--- src/sv/spdec_pkg.sv ---
// ----------------------------------------------------------------------------
// SPARC V8 instruction decoder package
// Operation classes, opcode tables, error codes and stage payload types.
// ----------------------------------------------------------------------------
package spdec_pkg;

  localparam int CLS_W = 7;

  localparam logic [CLS_W-1:0] CLS_UNKNOWN  = 7'd0;
  localparam logic [CLS_W-1:0] CLS_CALL     = 7'd1;
  localparam logic [CLS_W-1:0] CLS_BRANCH   = 7'd2;
  localparam logic [CLS_W-1:0] CLS_SETHI    = 7'd3;
  localparam logic [CLS_W-1:0] CLS_NOP      = 7'd4;
  localparam logic [CLS_W-1:0] CLS_CYCPRINT = 7'd5;
  localparam logic [CLS_W-1:0] CLS_CYCCLEAR = 7'd6;
  localparam logic [CLS_W-1:0] CLS_RDY      = 7'd46;

  localparam logic [1:0] OP_FMT2 = 2'd0;
  localparam logic [1:0] OP_CALL = 2'd1;
  localparam logic [1:0] OP_ALU  = 2'd2;
  localparam logic [1:0] OP_MEM  = 2'd3;

  localparam logic [2:0] FMT2_BRANCH = 3'd2;
  localparam logic [2:0] FMT2_SETHI  = 3'd4;

  localparam logic [1:0] ERR_NONE    = 2'd0;
  localparam logic [1:0] ERR_UNKNOWN = 2'd1;
  localparam logic [1:0] ERR_Y_SRC   = 2'd2;

  localparam logic [1:0] REG_CYCLE_EXT_OP2  = 2'd0;
  localparam logic [1:0] REG_CYCLE_PRINT_RD = 2'd1;
  localparam logic [1:0] REG_CYCLE_CLEAR_RD = 2'd2;
  localparam logic [1:0] REG_Y_SOURCE_REG   = 2'd3;

  // op3 to class for arithmetic/logic instructions; zero marks an unknown code.
  localparam logic [CLS_W-1:0] ALU_CLASS [64] = '{
    7'd22, 7'd7,  7'd11, 7'd15, 7'd28, 7'd9,  7'd13, 7'd17,
    7'd24, 7'd0,  7'd35, 7'd36, 7'd30, 7'd0,  7'd39, 7'd40,
    7'd23, 7'd8,  7'd12, 7'd16, 7'd29, 7'd10, 7'd14, 7'd18,
    7'd25, 7'd0,  7'd37, 7'd38, 7'd31, 7'd0,  7'd41, 7'd42,
    7'd26, 7'd32, 7'd27, 7'd33, 7'd34, 7'd19, 7'd20, 7'd21,
    7'd46, 7'd0,  7'd0,  7'd0,  7'd0,  7'd0,  7'd0,  7'd0,
    7'd47, 7'd0,  7'd0,  7'd0,  7'd0,  7'd0,  7'd0,  7'd0,
    7'd45, 7'd0,  7'd0,  7'd0,  7'd43, 7'd44, 7'd0,  7'd0
  };

  // op3 to class for load/store instructions; zero marks an unknown code.
  localparam logic [CLS_W-1:0] MEM_CLASS [64] = '{
    7'd52, 7'd50, 7'd51, 7'd53, 7'd62, 7'd60, 7'd61, 7'd63,
    7'd0,  7'd48, 7'd49, 7'd0,  7'd0,  7'd68, 7'd0,  7'd70,
    7'd58, 7'd56, 7'd57, 7'd59, 7'd66, 7'd64, 7'd65, 7'd67,
    7'd0,  7'd54, 7'd55, 7'd0,  7'd0,  7'd69, 7'd0,  7'd71,
    7'd0,  7'd0,  7'd0,  7'd0,  7'd0,  7'd0,  7'd0,  7'd0,
    7'd0,  7'd0,  7'd0,  7'd0,  7'd0,  7'd0,  7'd0,  7'd0,
    7'd0,  7'd0,  7'd0,  7'd0,  7'd0,  7'd0,  7'd0,  7'd0,
    7'd0,  7'd0,  7'd0,  7'd0,  7'd0,  7'd0,  7'd0,  7'd0
  };

  typedef struct packed {
    logic [2:0] cycle_ext_op2;
    logic [4:0] cycle_print_rd;
    logic [4:0] cycle_clear_rd;
    logic [4:0] y_source_reg;
  } cfg_t;

  // Raw request after classification.
  typedef struct packed {
    logic [31:0]      word;
    logic [31:0]      index;
    logic [CLS_W-1:0] cls;
  } cls_stage_t;

  // All result fields except the branch target.
  typedef struct packed {
    logic [CLS_W-1:0]   operation_class;
    logic [1:0]         operand_count;
    logic [4:0]         dest_reg;
    logic [4:0]         first_src;
    logic [4:0]         second_src;
    logic               third_is_immediate;
    logic signed [31:0] immediate_value;
    logic [3:0]         branch_condition;
    logic [1:0]         error_code;
  } res_t;

  typedef struct packed {
    res_t        res;
    logic [31:0] index;
    logic [31:0] disp;
    logic        tgt_en;
  } fld_stage_t;

  typedef struct packed {
    res_t        res;
    logic [31:0] target_index;
  } out_t;

endpackage

--- src/sv/spdec_classify.sv ---
// ----------------------------------------------------------------------------
// SPARC V8 decoder, stage 1
// Maps op/op2/op3 and the extension registers to the dense operation class.
// ----------------------------------------------------------------------------
module spdec_classify (
  input  logic                      clk,
  input  logic                      rst_n,
  input  spdec_pkg::cfg_t           cfg,
  input  logic                      in_valid,
  output logic                      in_ready,
  input  logic [31:0]               in_word,
  input  logic [31:0]               in_index,
  output logic                      out_valid,
  input  logic                      out_ready,
  output spdec_pkg::cls_stage_t     out_data
);
  import spdec_pkg::*;

  logic       valid_r;
  cls_stage_t data_r;
  cls_stage_t data_nxt;
  logic [1:0] op;
  logic [2:0] op2;
  logic [5:0] op3;
  logic [4:0] rd;

  assign op  = in_word[31:30];
  assign op2 = in_word[24:22];
  assign op3 = in_word[24:19];
  assign rd  = in_word[29:25];

  always_comb begin
    data_nxt.word  = in_word;
    data_nxt.index = in_index;
    data_nxt.cls   = CLS_UNKNOWN;
    unique case (op)
      OP_CALL: data_nxt.cls = CLS_CALL;
      OP_ALU:  data_nxt.cls = ALU_CLASS[op3];
      OP_MEM:  data_nxt.cls = MEM_CLASS[op3];
      OP_FMT2: begin
        // Bicc and SETHI win over the extension op2 code.
        if (op2 == FMT2_BRANCH) begin
          data_nxt.cls = CLS_BRANCH;
        end else if (op2 == FMT2_SETHI) begin
          data_nxt.cls = CLS_SETHI;
        end else if (op2 == cfg.cycle_ext_op2) begin
          if (rd == cfg.cycle_print_rd) begin
            data_nxt.cls = CLS_CYCPRINT;
          end else if (rd == cfg.cycle_clear_rd) begin
            data_nxt.cls = CLS_CYCCLEAR;
          end
        end
      end
      default: data_nxt.cls = CLS_UNKNOWN;
    endcase
  end

  assign in_ready = !valid_r || out_ready;

  always_ff @(posedge clk) begin
    if (!rst_n) begin
      valid_r <= 1'b0;
    end else if (in_ready) begin
      valid_r <= in_valid;
    end
  end

  always_ff @(posedge clk) begin
    if (in_valid && in_ready) begin
      data_r <= data_nxt;
    end
  end

  assign out_valid = valid_r;
  assign out_data  = data_r;

endmodule

--- src/sv/spdec_fields.sv ---
// ----------------------------------------------------------------------------
// SPARC V8 decoder, stage 2
// Extracts the operand fields for the class and prepares the displacement.
// ----------------------------------------------------------------------------
module spdec_fields (
  input  logic                      clk,
  input  logic                      rst_n,
  input  spdec_pkg::cfg_t           cfg,
  input  logic                      in_valid,
  output logic                      in_ready,
  input  spdec_pkg::cls_stage_t     in_data,
  output logic                      out_valid,
  input  logic                      out_ready,
  output spdec_pkg::fld_stage_t     out_data
);
  import spdec_pkg::*;

  logic        valid_r;
  fld_stage_t  data_r;
  fld_stage_t  data_nxt;
  logic [31:0] w;
  logic [4:0]  rd;
  logic [4:0]  rs1;
  logic [21:0] imm22;

  assign w     = in_data.word;
  assign rd    = w[29:25];
  assign rs1   = w[18:14];
  assign imm22 = w[21:0];

  always_comb begin
    data_nxt       = '0;
    data_nxt.index = in_data.index;
    data_nxt.res.operation_class = in_data.cls;
    unique case (in_data.cls) inside
      CLS_UNKNOWN: begin
        data_nxt.res.error_code = ERR_UNKNOWN;
      end
      CLS_CALL: begin
        data_nxt.disp   = {{2{w[29]}}, w[29:0]};
        data_nxt.tgt_en = 1'b1;
        data_nxt.res.operand_count = 2'd1;
      end
      CLS_BRANCH: begin
        data_nxt.disp   = {{10{w[21]}}, w[21:0]};
        data_nxt.tgt_en = 1'b1;
        data_nxt.res.branch_condition = w[28:25];
        data_nxt.res.operand_count    = 2'd2;
      end
      CLS_SETHI: begin
        // SETHI of zero into the zero register is the canonical NOP.
        if (rd == 5'd0 && imm22 == 22'd0) begin
          data_nxt.res.operation_class = CLS_NOP;
        end else begin
          data_nxt.res.operand_count   = 2'd2;
          data_nxt.res.dest_reg        = rd;
          data_nxt.res.immediate_value = {10'd0, imm22};
        end
      end
      CLS_CYCPRINT, CLS_CYCCLEAR: begin
        data_nxt.res.operand_count = 2'd0;
      end
      CLS_RDY: begin
        data_nxt.res.operand_count = 2'd2;
        data_nxt.res.dest_reg      = rd;
        data_nxt.res.first_src     = rs1;
        if (rs1 != cfg.y_source_reg) begin
          data_nxt.res.error_code = ERR_Y_SRC;
        end
      end
      default: begin
        data_nxt.res.operand_count = 2'd3;
        data_nxt.res.dest_reg      = rd;
        data_nxt.res.first_src     = rs1;
        if (w[13]) begin
          data_nxt.res.third_is_immediate = 1'b1;
          data_nxt.res.immediate_value    = {{19{w[12]}}, w[12:0]};
        end else begin
          data_nxt.res.second_src = w[4:0];
        end
      end
    endcase
  end

  assign in_ready = !valid_r || out_ready;

  always_ff @(posedge clk) begin
    if (!rst_n) begin
      valid_r <= 1'b0;
    end else if (in_ready) begin
      valid_r <= in_valid;
    end
  end

  always_ff @(posedge clk) begin
    if (in_valid && in_ready) begin
      data_r <= data_nxt;
    end
  end

  assign out_valid = valid_r;
  assign out_data  = data_r;

endmodule

--- src/sv/spdec_target.sv ---
// ----------------------------------------------------------------------------
// SPARC V8 decoder, stage 3
// Adds the displacement to the instruction index for calls and branches; holds the result.
// ----------------------------------------------------------------------------
module spdec_target (
  input  logic                      clk,
  input  logic                      rst_n,
  input  logic                      in_valid,
  output logic                      in_ready,
  input  spdec_pkg::fld_stage_t     in_data,
  output logic                      out_valid,
  input  logic                      out_ready,
  output spdec_pkg::out_t           out_data
);
  import spdec_pkg::*;

  logic        valid_r;
  out_t        data_r;
  out_t        data_nxt;
  logic [31:0] sum;

  // The add wraps at 32 bits, as the target index does.
  assign sum = in_data.index + in_data.disp;

  always_comb begin
    data_nxt.res          = in_data.res;
    data_nxt.target_index = in_data.tgt_en ? sum : 32'd0;
  end

  assign in_ready = !valid_r || out_ready;

  always_ff @(posedge clk) begin
    if (!rst_n) begin
      valid_r <= 1'b0;
    end else if (in_ready) begin
      valid_r <= in_valid;
    end
  end

  always_ff @(posedge clk) begin
    if (in_valid && in_ready) begin
      data_r <= data_nxt;
    end
  end

  assign out_valid = valid_r;
  assign out_data  = data_r;

endmodule

--- src/sv/sparc_v8_instruction_decoder.sv ---
// ----------------------------------------------------------------------------
// SPARC V8 instruction decoder
// Three-stage decoder for SPARC V8 integer instruction words.
// ----------------------------------------------------------------------------
// Channel   Direction  Contents
// in_       slave      instruction word and its index
// out_      master     decoded class, operands, immediate, target, error
// cfg_      write      extension op2, cycle rd codes, Y source register
//
// One request enters per cycle unless a stall on out_tready has filled the stages.
// The three stages are classify, field extraction and the 32-bit target add.
// Reset is synchronous; it clears the stage valid bits and presets the cfg registers.
// Each stage holds its request while the next one is full and stalled, so a
// stall on out_tready backs up one stage at a time without loss.
// ----------------------------------------------------------------------------
module sparc_v8_instruction_decoder (
  input  logic        clk,
  input  logic        rst_n,
  input  logic        in_tvalid,
  output logic        in_tready,
  input  logic [63:0] in_tdata,   // instruction_word[31:0], instruction_index[63:32]
  output logic        out_tvalid,
  input  logic        out_tready,
  // operation_class[6:0], operand_count[8:7], dest_reg[13:9], first_src[18:14],
  // second_src[23:19], third_is_immediate[24], immediate_value[56:25],
  // branch_condition[60:57], target_index[92:61], error_code[94:93], zero[95]
  output logic [95:0] out_tdata,
  input  logic        cfg_we,
  input  logic [1:0]  cfg_index,
  input  logic [4:0]  cfg_wdata
);
  import spdec_pkg::*;

  cfg_t       cfg_r;
  cls_stage_t cls_data;
  fld_stage_t fld_data;
  out_t       res_data;
  logic       cls_valid;
  logic       cls_ready;
  logic       fld_valid;
  logic       fld_ready;

  always_ff @(posedge clk) begin
    if (!rst_n) begin
      cfg_r.cycle_ext_op2  <= 3'd0;
      cfg_r.cycle_print_rd <= 5'd0;
      cfg_r.cycle_clear_rd <= 5'd1;
      cfg_r.y_source_reg   <= 5'd0;
    end else if (cfg_we) begin
      unique case (cfg_index)
        REG_CYCLE_EXT_OP2:  cfg_r.cycle_ext_op2  <= cfg_wdata[2:0];
        REG_CYCLE_PRINT_RD: cfg_r.cycle_print_rd <= cfg_wdata;
        REG_CYCLE_CLEAR_RD: cfg_r.cycle_clear_rd <= cfg_wdata;
        REG_Y_SOURCE_REG:   cfg_r.y_source_reg   <= cfg_wdata;
        default:            cfg_r.y_source_reg   <= cfg_r.y_source_reg;
      endcase
    end
  end

  spdec_classify u_classify (
    .clk       (clk),
    .rst_n     (rst_n),
    .cfg       (cfg_r),
    .in_valid  (in_tvalid),
    .in_ready  (in_tready),
    .in_word   (in_tdata[31:0]),
    .in_index  (in_tdata[63:32]),
    .out_valid (cls_valid),
    .out_ready (cls_ready),
    .out_data  (cls_data)
  );

  spdec_fields u_fields (
    .clk       (clk),
    .rst_n     (rst_n),
    .cfg       (cfg_r),
    .in_valid  (cls_valid),
    .in_ready  (cls_ready),
    .in_data   (cls_data),
    .out_valid (fld_valid),
    .out_ready (fld_ready),
    .out_data  (fld_data)
  );

  spdec_target u_target (
    .clk       (clk),
    .rst_n     (rst_n),
    .in_valid  (fld_valid),
    .in_ready  (fld_ready),
    .in_data   (fld_data),
    .out_valid (out_tvalid),
    .out_ready (out_tready),
    .out_data  (res_data)
  );

  assign out_tdata = {
    1'b0,
    res_data.res.error_code,
    res_data.target_index,
    res_data.res.branch_condition,
    res_data.res.immediate_value,
    res_data.res.third_is_immediate,
    res_data.res.second_src,
    res_data.res.first_src,
    res_data.res.dest_reg,
    res_data.res.operand_count,
    res_data.res.operation_class
  };

endmodule

--- config.mk ---
export PLATFORM = sky130hd
export DESIGN_NAME = sparc_v8_instruction_decoder
export DESIGN_NICKNAME = d
export VERILOG_FILES = /design/src/sv/spdec_pkg.sv /design/src/sv/spdec_classify.sv /design/src/sv/spdec_fields.sv /design/src/sv/spdec_target.sv /design/src/sv/sparc_v8_instruction_decoder.sv
export SDC_FILE = /design/constraint.sdc
export NUM_CORES = 1
export LEC_CHECK = 0
export ABC_CLOCK_PERIOD_IN_PS = 7500
export BUFFER_PORTS_ARGS = -buffer_cell sky130_fd_sc_hd__buf_4
export CORE_MARGIN = 1
export CORE_UTILIZATION = 35
export CTS_CLUSTER_SIZE = 28
export DETAILED_ROUTE_END_ITERATION = 10
export SYNTH_ARGS = -nofsm -noshare
export SYNTH_HDL_FRONTEND = slang
export SYNTH_HIERARCHICAL = 1
export SYNTH_SLANG_ARGS = --single-unit
--- constraint.sdc ---
create_clock -name clk -period 7.5 [get_ports clk]
set_input_delay 2.25 -clock clk [delete_from_list [all_inputs] [get_ports clk]]
set_output_delay 2.25 -clock clk [all_outputs]
set_load 0.005 [all_outputs]
==> flow_metrics.env, run 1 <==
export IMPL_status="complete, no violations"
export IMPL_placed_cells=1528
export IMPL_diodes=0
export IMPL_fp_dieW_um=196.0
export IMPL_place_detailed_hpwl_mm=21.12
export IMPL_grt_util_met2_pct=26.14
export IMPL_ir_worst_vdd_v=0.0001179
export IMPL_cts_tree="built"
export IMPL_cp_startpoint="out_tready"
export IMPL_powerDensity_nw_per_um2=251.6
export IMPL_grt_pass1_vias=7810
export IMPL_syn_area_um2=13170
export IMPL_wl_mm=29.84
export IMPL_fillCellCount=3368
export IMPL_grt_setup_unrepaired="false"
export IMPL_drtPass1Iterations=5
export IMPL_worstReg2RegStart="u_fields/out_data[1]"
export IMPL_antenna_found_initial=0
export IMPL_worst_pin_slew_ps=1002
export IMPL_critical_path_class="input port to output pin"
export IMPL_dieArea_um2=38400
export IMPL_period_needed_ps=5259
export IMPL_core_area_um2=36790
export IMPL_routabilityCongestion=0.8867
export IMPL_grt_overflow=0
export IMPL_cts_hold_buf=0
export IMPL_hold_viol=0
export IMPL_post_drt_via_cell_ratio=5.028
export IMPL_clk_pin_slew_ps=60
export IMPL_cts_buffer_depth=3
export IMPL_hold_start="u_fields/out_data[109]"
export IMPL_p_leak_nw=5.984
export IMPL_h_tree_depth=2
export IMPL_fin_setup_tns_ps=0
export IMPL_endpoint_kind="output pin"
export IMPL_rows=70
export IMPL_use_met3_pct=2.579
export IMPL_first_iter_violations=416
export IMPL_grt_first_pass_wirelength_mm=44.84
export IMPL_clockRootBuffer="clkbuf_16"
export IMPL_portBuffers=172
export IMPL_drc=0
export IMPL_finalPower_w=0.004013
export IMPL_clk_latency_ps=530
export IMPL_critPathRequiredTime_ps=5250
export IMPL_timing_final_max_slew_violations=0
export IMPL_ios=174
export IMPL_synthCells=933
export IMPL_dp_slack_ps=2256
export IMPL_fin_cells=1591
export IMPL_track_usage_pct=15.48
export IMPL_timing_final_ws_setup_ps=2241
export IMPL_arrival_ps=3010
export IMPL_final_cell_mix="281 x edfxtp_1, 174 x buf_4, 52 x nand2_1, 48 x and2_1, 45 x nor2_1"
export IMPL_groute_layer_met1_usage_pct=19.82
export IMPL_min_period_over_period_pct=70.12
export IMPL_detail_route_antenna_nets=0
export IMPL_numCtsBuffers=36
export IMPL_fin_skew_ps=11.28
export IMPL_worstHoldPathType="flop to flop"
export IMPL_cts_sinks=302
export IMPL_start_util_pct=35.80
export IMPL_critPathMaxFanout=3
export IMPL_drive_gt1_share_pct=23.33
export IMPL_maxClockFrequency_mhz=190.1
export IMPL_grt_max_degree=70
export IMPL_syn_num_nets=1048
export IMPL_relSlewSlack_pct=33.23
export IMPL_yosys_warnings=6
export IMPL_nets=1213
export IMPL_layout_commonest_cell="edfxtp_1"
export IMPL_vias=7999
export IMPL_post_cts_resized=0
export IMPL_area_delta_synth_final_pct=21.12
export IMPL_die_h_um=196.0
export IMPL_finalSetupViolCount=0
export IMPL_top_usage_layer="met2"
export IMPL_wl_per_cell_um=18.76
export IMPL_postCtsSetupBuffers=0
export IMPL_synth_area_per_cell_um2=14.11
export IMPL_drv_cap=0
export IMPL_start_kind="input port"
-- worst paths after layout --
| kind | end | slack, ps | cells after the start |
|---|---|---|---|
| max reg2reg | u_target/out_data[30] | 4520 | 9 |
| max | in_tready | 2240 | 5 |
| min | u_target/out_data[76] | 410 | 0 |
| min reg2reg | u_target/out_data[76] | 410 | 0 |
-- critical path, cell delays in order --
cell and delay [ps]:
buf_4 100, nand2b_1 150, nand2b_1 180, nand2b_1 180
buf_4 140
-- per-layer routing --
layer | up-vias | wire length, µm | share of wire [%]
met4 | 0 | 720 | 2.4
li1 | 3854 | - | -
met5 | - | 0 | 0
met3 | 46 | 1504 | 5.0
met2 | 245 | 14770 | 49
met1 | 3854 | 12850 | 43
-- metrics by stage --
step                hold WS (ps)  cell area [µm²]  utilization (%)
floorplan                  400.3            13170                -
global placement           401.4            14790            40.20
detailed placement         404.5            14790            40.20
CTS                        411.8            15950            43.36
global route               416.5            15950            43.36
finish                     412.5            15950            43.36
-- cell type report --
type,count,area (µm²),area share [%]
clock inverters,19,188.9,1.184
well taps,468,585.6,3.671
inverters,21,78.83,0.4942
flip-flops and latches,302,8859,55.54
repair buffers,174,1306,8.190
multi-input cells,563,3959,24.82
clock buffers,44,973.4,6.103
-- flip-flops by register name, indices dropped and copies added, names as in the netlist --
name                  count
u_fields/out_data       117
u_classify/out_valid      1
cfg_r                    18
u_target/out_data        95
u_target/out_valid        1
u_fields/out_valid        1
u_classify/out_data      69
-- report_power, final --
| group | internal (W) | switching [W] |
|---|---|---|
| combinational | 0.000148 | 0.000199 |
| clock | 0.00103 | 0.000658 |
| sequential | 0.00194 | 0.0000438 |
| total | 0.00311 | 0.000901 |
Power figures use the tool's default switching activity.
==> inputs of run 2 (changes only) <==
--- a/config.mk
+++ b/config.mk
@@ -5,7 +5,7 @@
 export SDC_FILE = /design/constraint.sdc
 export NUM_CORES = 1
 export LEC_CHECK = 0
-export ABC_CLOCK_PERIOD_IN_PS = 7500
+export ABC_CLOCK_PERIOD_IN_PS = 4500
 export BUFFER_PORTS_ARGS = -buffer_cell sky130_fd_sc_hd__buf_4
 export CORE_MARGIN = 1
 export CORE_UTILIZATION = 35
==> constraint.sdc (replaced) <==
create_clock -name clk -period 4.5 [get_ports clk]
set_input_delay 1.35 -clock clk [delete_from_list [all_inputs] [get_ports clk]]
set_output_delay 1.35 -clock clk [all_outputs]
set_load 0.005 [all_outputs]
==> flow_metrics.env, run 2 (same netlist as run 1, synthesis figures left out) <==
export IMPL_status="complete, no violations"
export IMPL_finalSetupViolCount=0
export IMPL_arrival_ps=2120
export IMPL_powerDensity_nw_per_um2=415.4
export IMPL_layout_commonest_cell="edfxtp_1"
export IMPL_relSlewSlack_pct=31.45
export IMPL_ir_worst_vdd_v=0.0002187
export IMPL_r2r_slack_ps=1580
export IMPL_post_drt_via_cell_ratio=5.035
export IMPL_multi_input_area_um2=3959
export IMPL_cp_slowest_cell="nand2b_1"
export IMPL_endpoint_kind="output pin"
export IMPL_grt_pass1_vias=7900
export IMPL_cts_hold_buf=0
export IMPL_timing_final_max_slew_violations=0
export IMPL_maxClockFrequency_mhz=288.3
export IMPL_p_leak_nw=5.991
export IMPL_start_kind="input port"
export IMPL_critical_path_class="input port to output pin"
export IMPL_start_util_pct=35.80
export IMPL_core_area_um2=36790
export IMPL_cp_top_family="simple AND/OR/NAND/NOR gates"
export IMPL_comb_power_share_pct=8.8
export IMPL_track_usage_pct=15.87
export IMPL_critPathMaxFanout=3
export IMPL_area_delta_synth_final_pct=21.23
export IMPL_antenna_found_initial=0
export IMPL_critPathRequiredTime_ps=3150
export IMPL_worstReg2RegStart="u_fields/out_data[1]"
export IMPL_drv_cap=0
export IMPL_fin_skew_ps=13.95
export IMPL_largest_reg_flops=117
export IMPL_wl_mm=30.22
export IMPL_seq_area_um2=8859
export IMPL_worstHoldPathType="flop to flop"
export IMPL_die_h_um=196.0
export IMPL_grt_first_pass_wirelength_mm=46.04
export IMPL_clkPwrFrac_pct=41.5
export IMPL_power_frac_seq_pct=49.7
export IMPL_grt_overflow=0
export IMPL_wl_per_cell_um=18.97
export IMPL_crit_top_cell="nand2b_1"
export IMPL_portBuffers=172
export IMPL_numCtsBuffers=34
export IMPL_rows=70
export IMPL_drive_gt1_share_pct=23.64
export IMPL_nets=1214
export IMPL_diodes=0
export IMPL_ios=174
export IMPL_cts_sinks=302
export IMPL_net_switching_power_w=0.001489
export IMPL_grt_setup_unrepaired="false"
export IMPL_detail_route_antenna_nets=0
export IMPL_power_internal_w=0.005142
export IMPL_clk_latency_ps=520
export IMPL_crit_buf_inv=2
export IMPL_p_sw_share_pct=22.46
export IMPL_drc=0
export IMPL_clk_pin_slew_ps=60
export IMPL_fillCellCount=3392
export IMPL_period_needed_ps=3469
export IMPL_cts_buffer_depth=3
export IMPL_clockRootBuffer="clkbuf_16"
export IMPL_final_util_pct=43.40
export IMPL_routabilityCongestion=0.8692
export IMPL_vias=8020
export IMPL_hold_viol=0
export IMPL_fin_setup_tns_ps=0
export IMPL_crit_chain="buf_4 -> nand2b_1 -> nand2b_1 -> nand2b_1 -> buf_4"
export IMPL_grt_max_degree=70
export IMPL_drtPass1Iterations=5
export IMPL_min_period_over_period_pct=77.09
export IMPL_h_tree_depth=2
export IMPL_worst_pin_slew_ps=1028
export IMPL_post_cts_resized=0
export IMPL_place_detailed_hpwl_mm=21.40
export IMPL_cpPeakStageDelay_ps=190
export IMPL_dieArea_um2=38400
export IMPL_fp_dieW_um=196.0
export IMPL_hold_start="u_fields/out_data[119]"
export IMPL_first_iter_violations=436
export IMPL_final_cell_mix="281 x edfxtp_1, 175 x buf_4, 52 x nand2_1, 48 x and2_1, 45 x nor2_1"
export IMPL_finalPower_w=0.006632
export IMPL_cts_tree="built"
export IMPL_postCtsSetupBuffers=0
export IMPL_cp_startpoint="out_tready"
run 2: final timing paths:
kind,depth (start not counted),to
worst min-delay path,0,u_target/out_data[86]
worst max-delay path,5,in_tready
worst max register to register,9,u_target/out_data[30]
worst min register to register,0,u_target/out_data[86]
run 2: layer usage:
layer | wire [µm] | global-route usage (%) | vias up
met1 | 13280 | 21.02 | 3870
met2 | 14580 | 26.03 | 248
li1 | - | - | 3853
met3 | 1572 | 3.060 | 49
met4 | 794 | 5.469 | 0
met5 | 0 | 0 | -
run 2: layout make-up:
cell class | instances | share of cell area [%]
multi-input cells | 563 | 24.80
well taps | 468 | 3.668
flip-flops and latches | 302 | 55.49
clock buffers | 42 | 5.917
clock inverters | 20 | 1.152
repair buffers | 177 | 8.480
inverters | 21 | 0.4938
run 2: stage by stage:
step | hold WS, ps | cell area [µm²] | cells | setup WS [ps]
6_report | 412.1 | 15960 | 1593 | 1031
5_1_grt | 413.2 | 15960 | 1593 | 970.0
4_1_cts | 412.3 | 15960 | 1593 | 1032
3_5_place_dp | 404.5 | 14840 | 1531 | 1044
3_3_place_gp | 401.4 | 14840 | 1531 | 1059
2_1_floorplan | 400.3 | 13170 | 933 | 369.3
run 2: power by group through the flow:
| stage | Combinational (W) | Sequential (W) | Clock [W] |
|---|---|---|---|
| finish | 0.000584 | 0.00330 | 0.00275 |
| global route | 0.000648 | 0.00331 | 0.00293 |
| CTS | 0.000587 | 0.00330 | 0.00284 |
| detailed placement | 0.000585 | 0.00336 | 0 |
| global placement | 0.000579 | 0.00336 | 0 |
| floorplan | 0.000378 | 0.00333 | 0 |
==> inputs of run 3 (changes only) <==
--- a/config.mk
+++ b/config.mk
@@ -5,7 +5,8 @@
 export SDC_FILE = /design/constraint.sdc
 export NUM_CORES = 1
 export LEC_CHECK = 0
-export ABC_CLOCK_PERIOD_IN_PS = 4500
+export ABC_AREA = 1
+export ABC_CLOCK_PERIOD_IN_PS = 3000
 export BUFFER_PORTS_ARGS = -buffer_cell sky130_fd_sc_hd__buf_4
 export CORE_MARGIN = 1
 export CORE_UTILIZATION = 35
==> constraint.sdc (replaced) <==
create_clock -name clk -period 3 [get_ports clk]
set_input_delay 0.9 -clock clk [delete_from_list [all_inputs] [get_ports clk]]
set_output_delay 0.9 -clock clk [all_outputs]
set_load 0.005 [all_outputs]
==> flow_metrics.env, run 3 <==
export IMPL_drive_gt1_share_pct=19.81
export IMPL_grt_overflow=0
export IMPL_grt_max_degree=70
export IMPL_cts_buffer_depth=3
export IMPL_crit_chain="buf_4 -> inv_12 -> nand2_4 -> inv_4 -> nand2_1 -> inv_1 -> nand2_1 -> buf_4"
export IMPL_die_h_um=203.6
export IMPL_crit_buf_inv=5
export IMPL_maxClockFrequency_mhz=402.5
export IMPL_dieArea_um2=41460
export IMPL_yosys_warnings=6
export IMPL_drv_cap=0
export IMPL_arrival_ps=1580
export IMPL_final_util_pct=43.42
export IMPL_grt_pass1_vias=9636
export IMPL_finalSetupViolCount=0
export IMPL_critPathMaxFanout=2
export IMPL_r2r_cells=11
export IMPL_fillCellCount=3814
export IMPL_grt_setup_unrepaired="false"
export IMPL_path_depth=8
export IMPL_wl_mm=33.55
export IMPL_h_tree_depth=2
export IMPL_cts_tree="built"
export IMPL_powerDensity_nw_per_um2=571.3
export IMPL_clockRootBuffer="clkbuf_16"
export IMPL_nets=1753
export IMPL_synth_area_per_cell_um2=9.812
export IMPL_fin_skew_ps=13.33
export IMPL_detail_route_antenna_nets=0
export IMPL_seq_area_um2=8859
export IMPL_post_cts_resized=0
export IMPL_ir_worst_vdd_v=0.0003262
export IMPL_placed_cells=2127
export IMPL_core_area_um2=39910
export IMPL_antenna_found_initial=1
export IMPL_start_kind="input port"
export IMPL_fin_cells=2187
export IMPL_syn_area_um2=14230
export IMPL_area_delta_synth_final_pct=21.80
export IMPL_endpoint_kind="output pin"
export IMPL_critical_path_class="input port to output pin"
export IMPL_start_util_pct=35.64
export IMPL_period_needed_ps=2485
export IMPL_first_iter_violations=589
export IMPL_numCtsBuffers=34
export IMPL_cts_sinks=302
export IMPL_portBuffers=172
export IMPL_p_leak_nw=7.823
export IMPL_fp_dieW_um=203.6
export IMPL_postCtsSetupBuffers=0
export IMPL_routabilityCongestion=0.8731
export IMPL_ios=174
export IMPL_multi_input_area_um2=4314
export IMPL_worstHoldPathType="flop to flop"
export IMPL_status="complete, no violations"
export IMPL_track_usage_pct=16.60
export IMPL_largest_reg_flops=117
export IMPL_cpPeakStageDelay_ps=140
export IMPL_hold_viol=0
export IMPL_layout_commonest_cell="nand2_1"
export IMPL_clk_latency_ps=530
export IMPL_drc=0
export IMPL_whs_path_depth=0
export IMPL_critPathRequiredTime_ps=2100
export IMPL_wl_per_cell_um=15.34
export IMPL_worst_pin_slew_ps=732.8
export IMPL_synthCells=1450
export IMPL_syn_num_nets=1565
export IMPL_relSlewSlack_pct=51.04
export IMPL_cp_top_family="buffers and inverters"
export IMPL_clk_pin_slew_ps=60
export IMPL_timing_final_max_slew_violations=0
export IMPL_cp_slowest_cell="buf_4"
export IMPL_rows=73
export IMPL_min_period_over_period_pct=82.82
export IMPL_final_cell_mix="401 x nand2_1, 281 x edfxtp_1, 198 x inv_1, 179 x buf_4, 173 x nor2_1"
export IMPL_post_drt_via_cell_ratio=4.559
export IMPL_grt_first_pass_wirelength_mm=52.23
export IMPL_place_detailed_hpwl_mm=25.13
export IMPL_cts_hold_buf=0
export IMPL_vias=9970
export IMPL_drtPass1Iterations=5
-- run 3: worst register-to-register path: stages, from the launching register on --
cell	delay (ps)
edfxtp_1	360
ha_1	250
fa_1	460
nand3_1	120
nand3_1	160
nand2_1	100
nand3_1	130
nand2_1	120
nand3_1	90
nand2_1	80
inv_2	30
nor2_1	140
-- run 3: area by class of cell --
class,instances,share of cell area [%]
Antenna cell,1,0.01444
Clock inverter,19,1.162
Inverter,227,5.004
Sequential cell,302,51.12
Timing Repair Buffer,188,8.794
Multi-Input combinational cell,885,24.90
Tap cell,525,3.791
Clock buffer,40,5.220
-- run 3: per-stage QoR --
step                      hold WS (ps)  total power [W]  cell area, µm²  setup TNS, ps  worst slack, ps
after detailed placement         404.5         0.005865           16220              0            515.1
after CTS                        414.0          0.01006           17330              0            510.6
final                            415.7         0.009900           17330              0            515.5
after global routing             420.3          0.01031           17330              0            454.3
after global placement           401.0         0.005857           16220              0            517.0
after floorplan                  400.3         0.005501           14280         -43490           -371.7
-- run 3: per-layer routing --
metal | track usage [%] | share of wire, % | vias up
met3 | 2.940 | 5.6 | 52
li1 | - | - | 5069
met4 | 6.310 | 2.4 | 0
met5 | 0 | 0 | -
met2 | 28.01 | 49 | 249
met1 | 21.17 | 43 | 4600
-- run 3: report_power, final --
group | leakage (nW) | internal [W] | total (W) | switching, W
clock | 0.542 | 0.00250 | 0.00413 | 0.00163
combinational | 4.40 | 0.000324 | 0.000867 | 0.000543
sequential | 2.88 | 0.00481 | 0.00490 | 0.0000887
total | 7.82 | 0.00764 | 0.00990 | 0.00226
-- run 3: worst paths after layout --
| path | startpoint | end | slack (ps) |
|---|---|---|---|
| worst max-delay path | out_tready | in_tready | 520 |
| worst min-delay path | u_fields/out_data[92] | u_target/out_data[59] | 420 |
| worst max register to register | u_fields/out_data[1] | u_target/out_data[24] | 790 |
| worst min register to register | u_fields/out_data[92] | u_target/out_data[59] | 420 |
